===== src/rtl/core/tmsgd_pkg.sv =====
// ----------------------------------------------------------------------------
// tmsgd_pkg
// Shared types and constants of the 2-2-1 network trainer: action and
// register codes, sequencer states, shared multiplier widths and control.
// ----------------------------------------------------------------------------
`default_nettype none

package tmsgd_pkg;

    localparam int FRAC_BITS_DEF = 16;
    localparam int SIG_DEPTH_DEF = 256;
    localparam int LR_FRAC       = 16;

    localparam int IO_W = 17;
    localparam logic [IO_W-1:0] IO_MAX = 17'h1FFFF;

    localparam logic [31:0] LCG_MUL = 32'd1664525;
    localparam logic [31:0] LCG_ADD = 32'd1013904223;

    // shared multiplier: A operand is split in two halves, one per cycle
    localparam int AW = 48;
    localparam int AH = 24;
    localparam int BW = 34;
    localparam int PW = AW + BW;

    // hidden step term, clamped to +/-2^40
    localparam int TW       = 42;
    localparam int STEP_EXP = 40;

    // actions
    localparam logic [1:0] ACT_INIT    = 2'd0;
    localparam logic [1:0] ACT_TRAIN   = 2'd1;
    localparam logic [1:0] ACT_PREDICT = 2'd2;

    // configuration register indexes
    localparam logic [1:0] CFG_LR     = 2'd0;
    localparam logic [1:0] CFG_SIMPLE = 2'd1;
    localparam logic [1:0] CFG_SEED   = 2'd2;

    localparam logic [23:0] LR_RESET   = 24'd6554;
    localparam logic [31:0] SEED_RESET = 32'd1337;

    typedef enum logic [4:0] {
        S_IDLE,
        S_LCG,
        S_H0A, S_H0B, S_H1A, S_H1B,
        S_OA,  S_OB,
        S_SQ,  S_G,
        S_W4,  S_W5,
        S_T0,  S_D0, S_TD0, S_X00, S_X01,
        S_T1,  S_D1, S_TD1, S_X10, S_X11,
        S_OUT
    } t_state;

    typedef struct packed {
        logic en;
        logic hi;
        logic accum;
    } t_mul_ctl;

    // seed offset of each weight
    function automatic logic [31:0] lcg_off(input logic [2:0] idx);
        logic [31:0] r;
        unique case (idx)
            3'd1:    r = 32'd2;
            3'd2:    r = 32'd1;
            3'd3:    r = 32'd3;
            3'd5:    r = 32'd1;
            default: r = 32'd0;
        endcase
        return r;
    endfunction

endpackage

`default_nettype wire


===== src/rtl/core/tmsgd_mul.sv =====
// ----------------------------------------------------------------------------
// tmsgd_mul
// Shared signed multiply-accumulate unit. A product is built from the low
// half of A first, then the high half shifted and added.
// ----------------------------------------------------------------------------
`default_nettype none

module tmsgd_mul (
    input  wire                                  i_clk,
    input  tmsgd_pkg::t_mul_ctl                  i_ctl,
    input  wire logic signed [tmsgd_pkg::AW-1:0] i_a,
    input  wire logic signed [tmsgd_pkg::BW-1:0] i_b,
    output logic signed      [tmsgd_pkg::PW-1:0] o_acc
);
    import tmsgd_pkg::*;

    logic signed [AH:0]      m_a;
    logic signed [AH+BW:0]   prod;
    logic signed [PW-1:0]    addend;
    logic signed [PW-1:0]    base;
    logic signed [PW-1:0]    r_acc;

    always_comb begin
        if (i_ctl.hi) begin
            m_a = $signed({i_a[AW-1], i_a[AW-1:AH]});
        end else begin
            m_a = $signed({1'b0, i_a[AH-1:0]});
        end
        prod   = m_a * i_b;
        addend = i_ctl.hi ? (PW'(prod) <<< AH) : PW'(prod);
        base   = (i_ctl.hi || i_ctl.accum) ? r_acc : '0;
    end

    always_ff @(posedge i_clk) begin
        if (i_ctl.en) begin
            r_acc <= base + addend;
        end
    end

    assign o_acc = r_acc;

endmodule

`default_nettype wire


===== config.mk =====
export PLATFORM = sky130hd
export DESIGN_NAME = tmsgd_mul
export DESIGN_NICKNAME = d
export VERILOG_FILES = /design/src/rtl/core/tmsgd_pkg.sv /design/src/rtl/core/tmsgd_mul.sv
export SDC_FILE = /design/constraint.sdc
export NUM_CORES = 2
export LEC_CHECK = 0
export CAP_MARGIN = 5
export CORE_ASPECT_RATIO = 2
export CORE_MARGIN = 2
export CORE_UTILIZATION = 45
export DETAILED_ROUTE_END_ITERATION = 7
export DONT_BUFFER_PORTS = 1
export PLACE_DENSITY_LB_ADDON = 0.05
export SYNTH_ARGS = -nofsm -noshare
export SYNTH_HDL_FRONTEND = slang
export SYNTH_SLANG_ARGS = --single-unit

===== constraint.sdc =====
create_clock -name i_clk -period 17.7 [get_ports i_clk]
set_input_delay 3.54 -clock i_clk [delete_from_list [all_inputs] [get_ports i_clk]]
set_output_delay 3.54 -clock i_clk [all_outputs]
set_load 0.005 [all_outputs]

==> flow_summary.rst <==
.. list-table::
   :header-rows: 1

   * - Metric
     - Value
   * - Outcome
     - completed
   * - Slowest CP cell
     - sky130_fd_sc_hd__o41ai_2
   * - Kind of launch point of the worst setup path
     - primary input
   * - Ports placed on the boundary
     - between 150 and 200
   * - Max-slew headroom at the worst pin
     - 0.242
   * - Net Count, Synth
     - around 5500
   * - Startpoint of the worst register-to-register path
     - o_acc[0]$_DFFE_PP_
   * - Final number of setup-violating endpoints
     - 0
   * - Reg-to-reg slack, setup
     - around 13 ns
   * - Hold Fails Final Rpt
     - 0
   * - CTS clk-pin slew, worst paths
     - roughly 0.07 ns
   * - Placer congestion estimate
     - 0.959
   * - Unrepaired setup endpoints after global routing
     - false
   * - Vias after detailed routing
     - 29204
   * - Total congestion overflow after global routing
     - 0
   * - Height of the die
     - about 420 µm
   * - Number of buffers between clock root and the deepest sink
     - 2
   * - Layout cells sized above 1
     - 0.0257
   * - Library cell used as clock root buffer
     - sky130_fd_sc_hd__clkbuf_16
   * - Maximum clock skew at final layout
     - slightly below 0.02 ns
   * - Commonest cells post-synth
     - 868 x sky130_fd_sc_hd__inv_1, 866 x sky130_fd_sc_hd__fa_1, 593 x sky130_fd_sc_hd__nand2_1
   * - Reg2reg path depth
     - 14
   * - Number of global-route vias before repair
     - about 33000
   * - Slew at the pin with the worst max-slew slack
     - 1.14 ns
   * - Count of antenna diodes in the layout
     - 0
   * - Register bit count reported by yosys
     - between 80 and 90
   * - Via count normalized by instance count
     - between 5 and 6
   * - Wire length of the first global-routing pass
     - 204 mm
   * - Post-route minimum period
     - 15.38 ns
   * - Initial Util
     - 0.453
   * - Total core area
     - around 86000 µm²
   * - Count of nets after finishing
     - 5317
   * - Layout overhead on the synthesized area
     - 2.19%
   * - Number of buffers inserted to repair setup after CTS
     - 0
   * - Worst min-delay path category
     - flip-flop to flip-flop
   * - Critical path class
     - primary input to flip-flop
   * - Hold Path Sink
     - o_acc[0]$_DFFE_PP_
   * - TritonCTS Buffers
     - 9
   * - Fraction of registers with async set/reset
     - 0
   * - Crit-path max FO
     - 97
   * - Setup total negative slack
     - 0 ns
   * - Cell area after synthesis
     - 38800 µm²
   * - Top-count cell post-synth
     - sky130_fd_sc_hd__inv_1
   * - Most used flip-flop cell after synthesis
     - sky130_fd_sc_hd__edfxtp_1
   * - Element type at the critical path end
     - flip-flop
   * - Most prevalent standard cell on the critical path
     - sky130_fd_sc_hd__fa_1
   * - Buffers added on ports
     - 0
   * - Syn_area_per_cell
     - about 9.0 µm²
   * - Die width
     - approximately 210 µm
   * - Fmax achieved
     - 0.0650 GHz
   * - CTS tree
     - done
   * - Cell depth of the worst hold path
     - 2
   * - Worst hold start
     - o_acc[0]$_DFFE_PP_
   * - Standard-cell rows
     - between 150 and 200
   * - Required @ worst endpoint
     - between 15 and 20 ns
   * - Cell taking the most area after synthesis
     - sky130_fd_sc_hd__fa_1
   * - Number of resized instances in the post-cts repair step
     - 0
   * - Final Routed Wirelength
     - roughly 130 mm
   * - Destination of the worst register-to-register timing path
     - o_acc[80]$_DFFE_PP_
   * - Remaining number of nets flagged by the antenna check after routing
     - 0
   * - Gate count of the mapped netlist
     - approximately 4300
   * - Arrival time of the worst setup path
     - between 15 and 20 ns
   * - Proportion of synthesized chip area in sequential cells
     - 0.0635
   * - Number of enable flip-flop cells after synthesis
     - 82
   * - GRT Resource Usage Total
     - 0.317
   * - Antenna violations before repair
     - 4
   * - Top cells by area in the synthesized netlist
     - sky130_fd_sc_hd__fa_1 45%, sky130_fd_sc_hd__inv_1 8.4%, sky130_fd_sc_hd__ha_1 7.7%
   * - Average wire length per cell after detail routing
     - between 20 and 30 µm
   * - Fin crit share
     - 0.869
   * - Fillers
     - between 8000 and 9000
   * - Insertion delay of the later-clocked pin in the worst-skew pair
     - around 0.38 ns
   * - DR pass1 iterations
     - 5
   * - CTS HTree Levels
     - 3
   * - Clock sink count
     - 82
   * - Flip-flop count of the largest register, all copies and words added
     - 82
   * - Fraction of synthesized cell area taken by the top area cell type
     - 0.447
   * - Largest net degree at the start of global routing
     - just under 100
   * - CP max stage delay
     - 0.93 ns
   * - Die Outline Area
     - slightly below 90000 µm²
   * - Synth warn
     - 0
   * - Max-cap check violation count
     - 0
   * - Number of distinct library cell variants in the gate-level netlist after synthesis
     - 90
   * - Initial DRC count
     - about 1400
   * - Drt drc
     - 0
   * - Number of buffers inserted by hold repair at cts
     - 0
   * - DP Wirelength
     - 111 mm
   * - Number of max-slew violations in the final report
     - 0
## how the worst max path moves through the flow
stage | from | end | slack [ns] | depth (start not counted)
floorplan | i_ctl[1] | o_acc[81]$_DFFE_PP_ | 4.03 | 40
finish | i_ctl[1] | o_acc[81]$_DFFE_PP_ | 2.32 | 31
global placement | i_ctl[1] | o_acc[81]$_DFFE_PP_ | 1.98 | 31
detailed placement | i_ctl[1] | o_acc[81]$_DFFE_PP_ | 1.91 | 31
CTS | i_ctl[1] | o_acc[81]$_DFFE_PP_ | 2.30 | 31
global route | i_ctl[1] | o_acc[81]$_DFFE_PP_ | 1.83 | 31
## per-stage QoR
step | cells | util | instance area, µm² | hold slack, ns | setup slack [ns]
final | 5208 | 0.463 | 39600 | 0.813 | 2.32
after global placement | 5192 | 0.460 | 39300 | 0.807 | 1.98
after global routing | 5208 | 0.463 | 39600 | 0.865 | 1.83
after CTS | 5208 | 0.463 | 39600 | 0.833 | 2.30
after detailed placement | 5192 | 0.460 | 39300 | 0.813 | 1.91
after floorplan | 4326 | - | 38800 | 0.697 | 4.03
## logic make-up after synthesis
| logic type | after synthesis | synth area share |
|---|---|---|
| muxes | 41 | 0.0116 |
| adders and majority gates | 1106 | 0.525 |
| DFF | 82 | 0.0635 |
| xor gates and xnor gates | 141 | 0.0324 |
| buffers and inverters | 1090 | 0.106 |
| and+or+nand+nor | 1352 | 0.173 |
| AOI/OAI and AO/OA | 514 | 0.0887 |
## metal layers
metal | track usage | share of wire | wire length (µm) | vias up
met3 | 0.0497 | 0.051 | 6800 | 402
li1 | - | - | - | 12772
met2 | 0.607 | 0.55 | 74400 | 911
met4 | 0.210 | 0.082 | 11100 | 6
met5 | 0 | 0.00033 | 44 | -
met1 | 0.308 | 0.31 | 42000 | 15113
## worst max-delay path: cells and delay by family
family	cells	cell delay, ns
AO/OA/AOI/OAI	10	3.84
XOR/XNOR	2	0.23
buffers and inverters	4	0.90
AND/OR/NAND/NOR	5	1.41
multiplexers	1	0.72
adder cells (fa/ha/maj)	9	4.79
## cells in the final DEF, fill, tap and decap left out, types with 6 or more instances in the layout
master / Yosys / routed
sky130_fd_sc_hd__nand2b_1: 13 / 13
sky130_fd_sc_hd__mux2i_1: 11 / 10
sky130_fd_sc_hd__a21boi_0: 7 / 7
sky130_fd_sc_hd__and2_1: 369 / 369
sky130_fd_sc_hd__ha_1: 240 / 240
sky130_fd_sc_hd__nor2b_1: 129 / 129
sky130_fd_sc_hd__nor3_1: 16 / 16
sky130_fd_sc_hd__or2_2: 10 / 10
sky130_fd_sc_hd__o21ai_1: 32 / 32
sky130_fd_sc_hd__o21ai_0: 71 / 71
sky130_fd_sc_hd__a311oi_1: 7 / 7
sky130_fd_sc_hd__o21a_1: 14 / 14
sky130_fd_sc_hd__a211oi_1: 10 / 10
sky130_fd_sc_hd__buf_4: 0 / 9
sky130_fd_sc_hd__nor2_1: 113 / 112
sky130_fd_sc_hd__fa_1: 866 / 866
sky130_fd_sc_hd__nand3_1: 22 / 22
sky130_fd_sc_hd__xnor2_1: 91 / 91
sky130_fd_sc_hd__nand4_1: 41 / 41
sky130_fd_sc_hd__inv_1: 868 / 868
sky130_fd_sc_hd__edfxtp_1: 82 / 82
sky130_fd_sc_hd__o221ai_1: 6 / 6
sky130_fd_sc_hd__nand2_1: 593 / 593
sky130_fd_sc_hd__o31ai_1: 11 / 11
sky130_fd_sc_hd__mux2_2: 30 / 30
sky130_fd_sc_hd__clkbuf_16: 0 / 9
sky130_fd_sc_hd__a21oi_1: 155 / 155
sky130_fd_sc_hd__a31oi_1: 14 / 14
sky130_fd_sc_hd__o21bai_1: 25 / 25
sky130_fd_sc_hd__o211ai_1: 14 / 14
sky130_fd_sc_hd__a21o_1: 77 / 77
sky130_fd_sc_hd__and3_1: 19 / 19
sky130_fd_sc_hd__xor2_1: 48 / 48
## layout make-up
class	instances	area (µm²)	share of cell area
multi-input combinational	3154	32200	0.813
clock inverter	6	42.5	0.00107
timing repair buffer	9	67.6	0.00171
clock buffer	10	229	0.00578
inverter	869	3260	0.0823
sequential	82	2460	0.0622
tap	1078	1350	0.0340
Power is left out: the tool's default activity adds up to more than one toggle a clock period on the data nets, which glitch-free logic cannot reach.
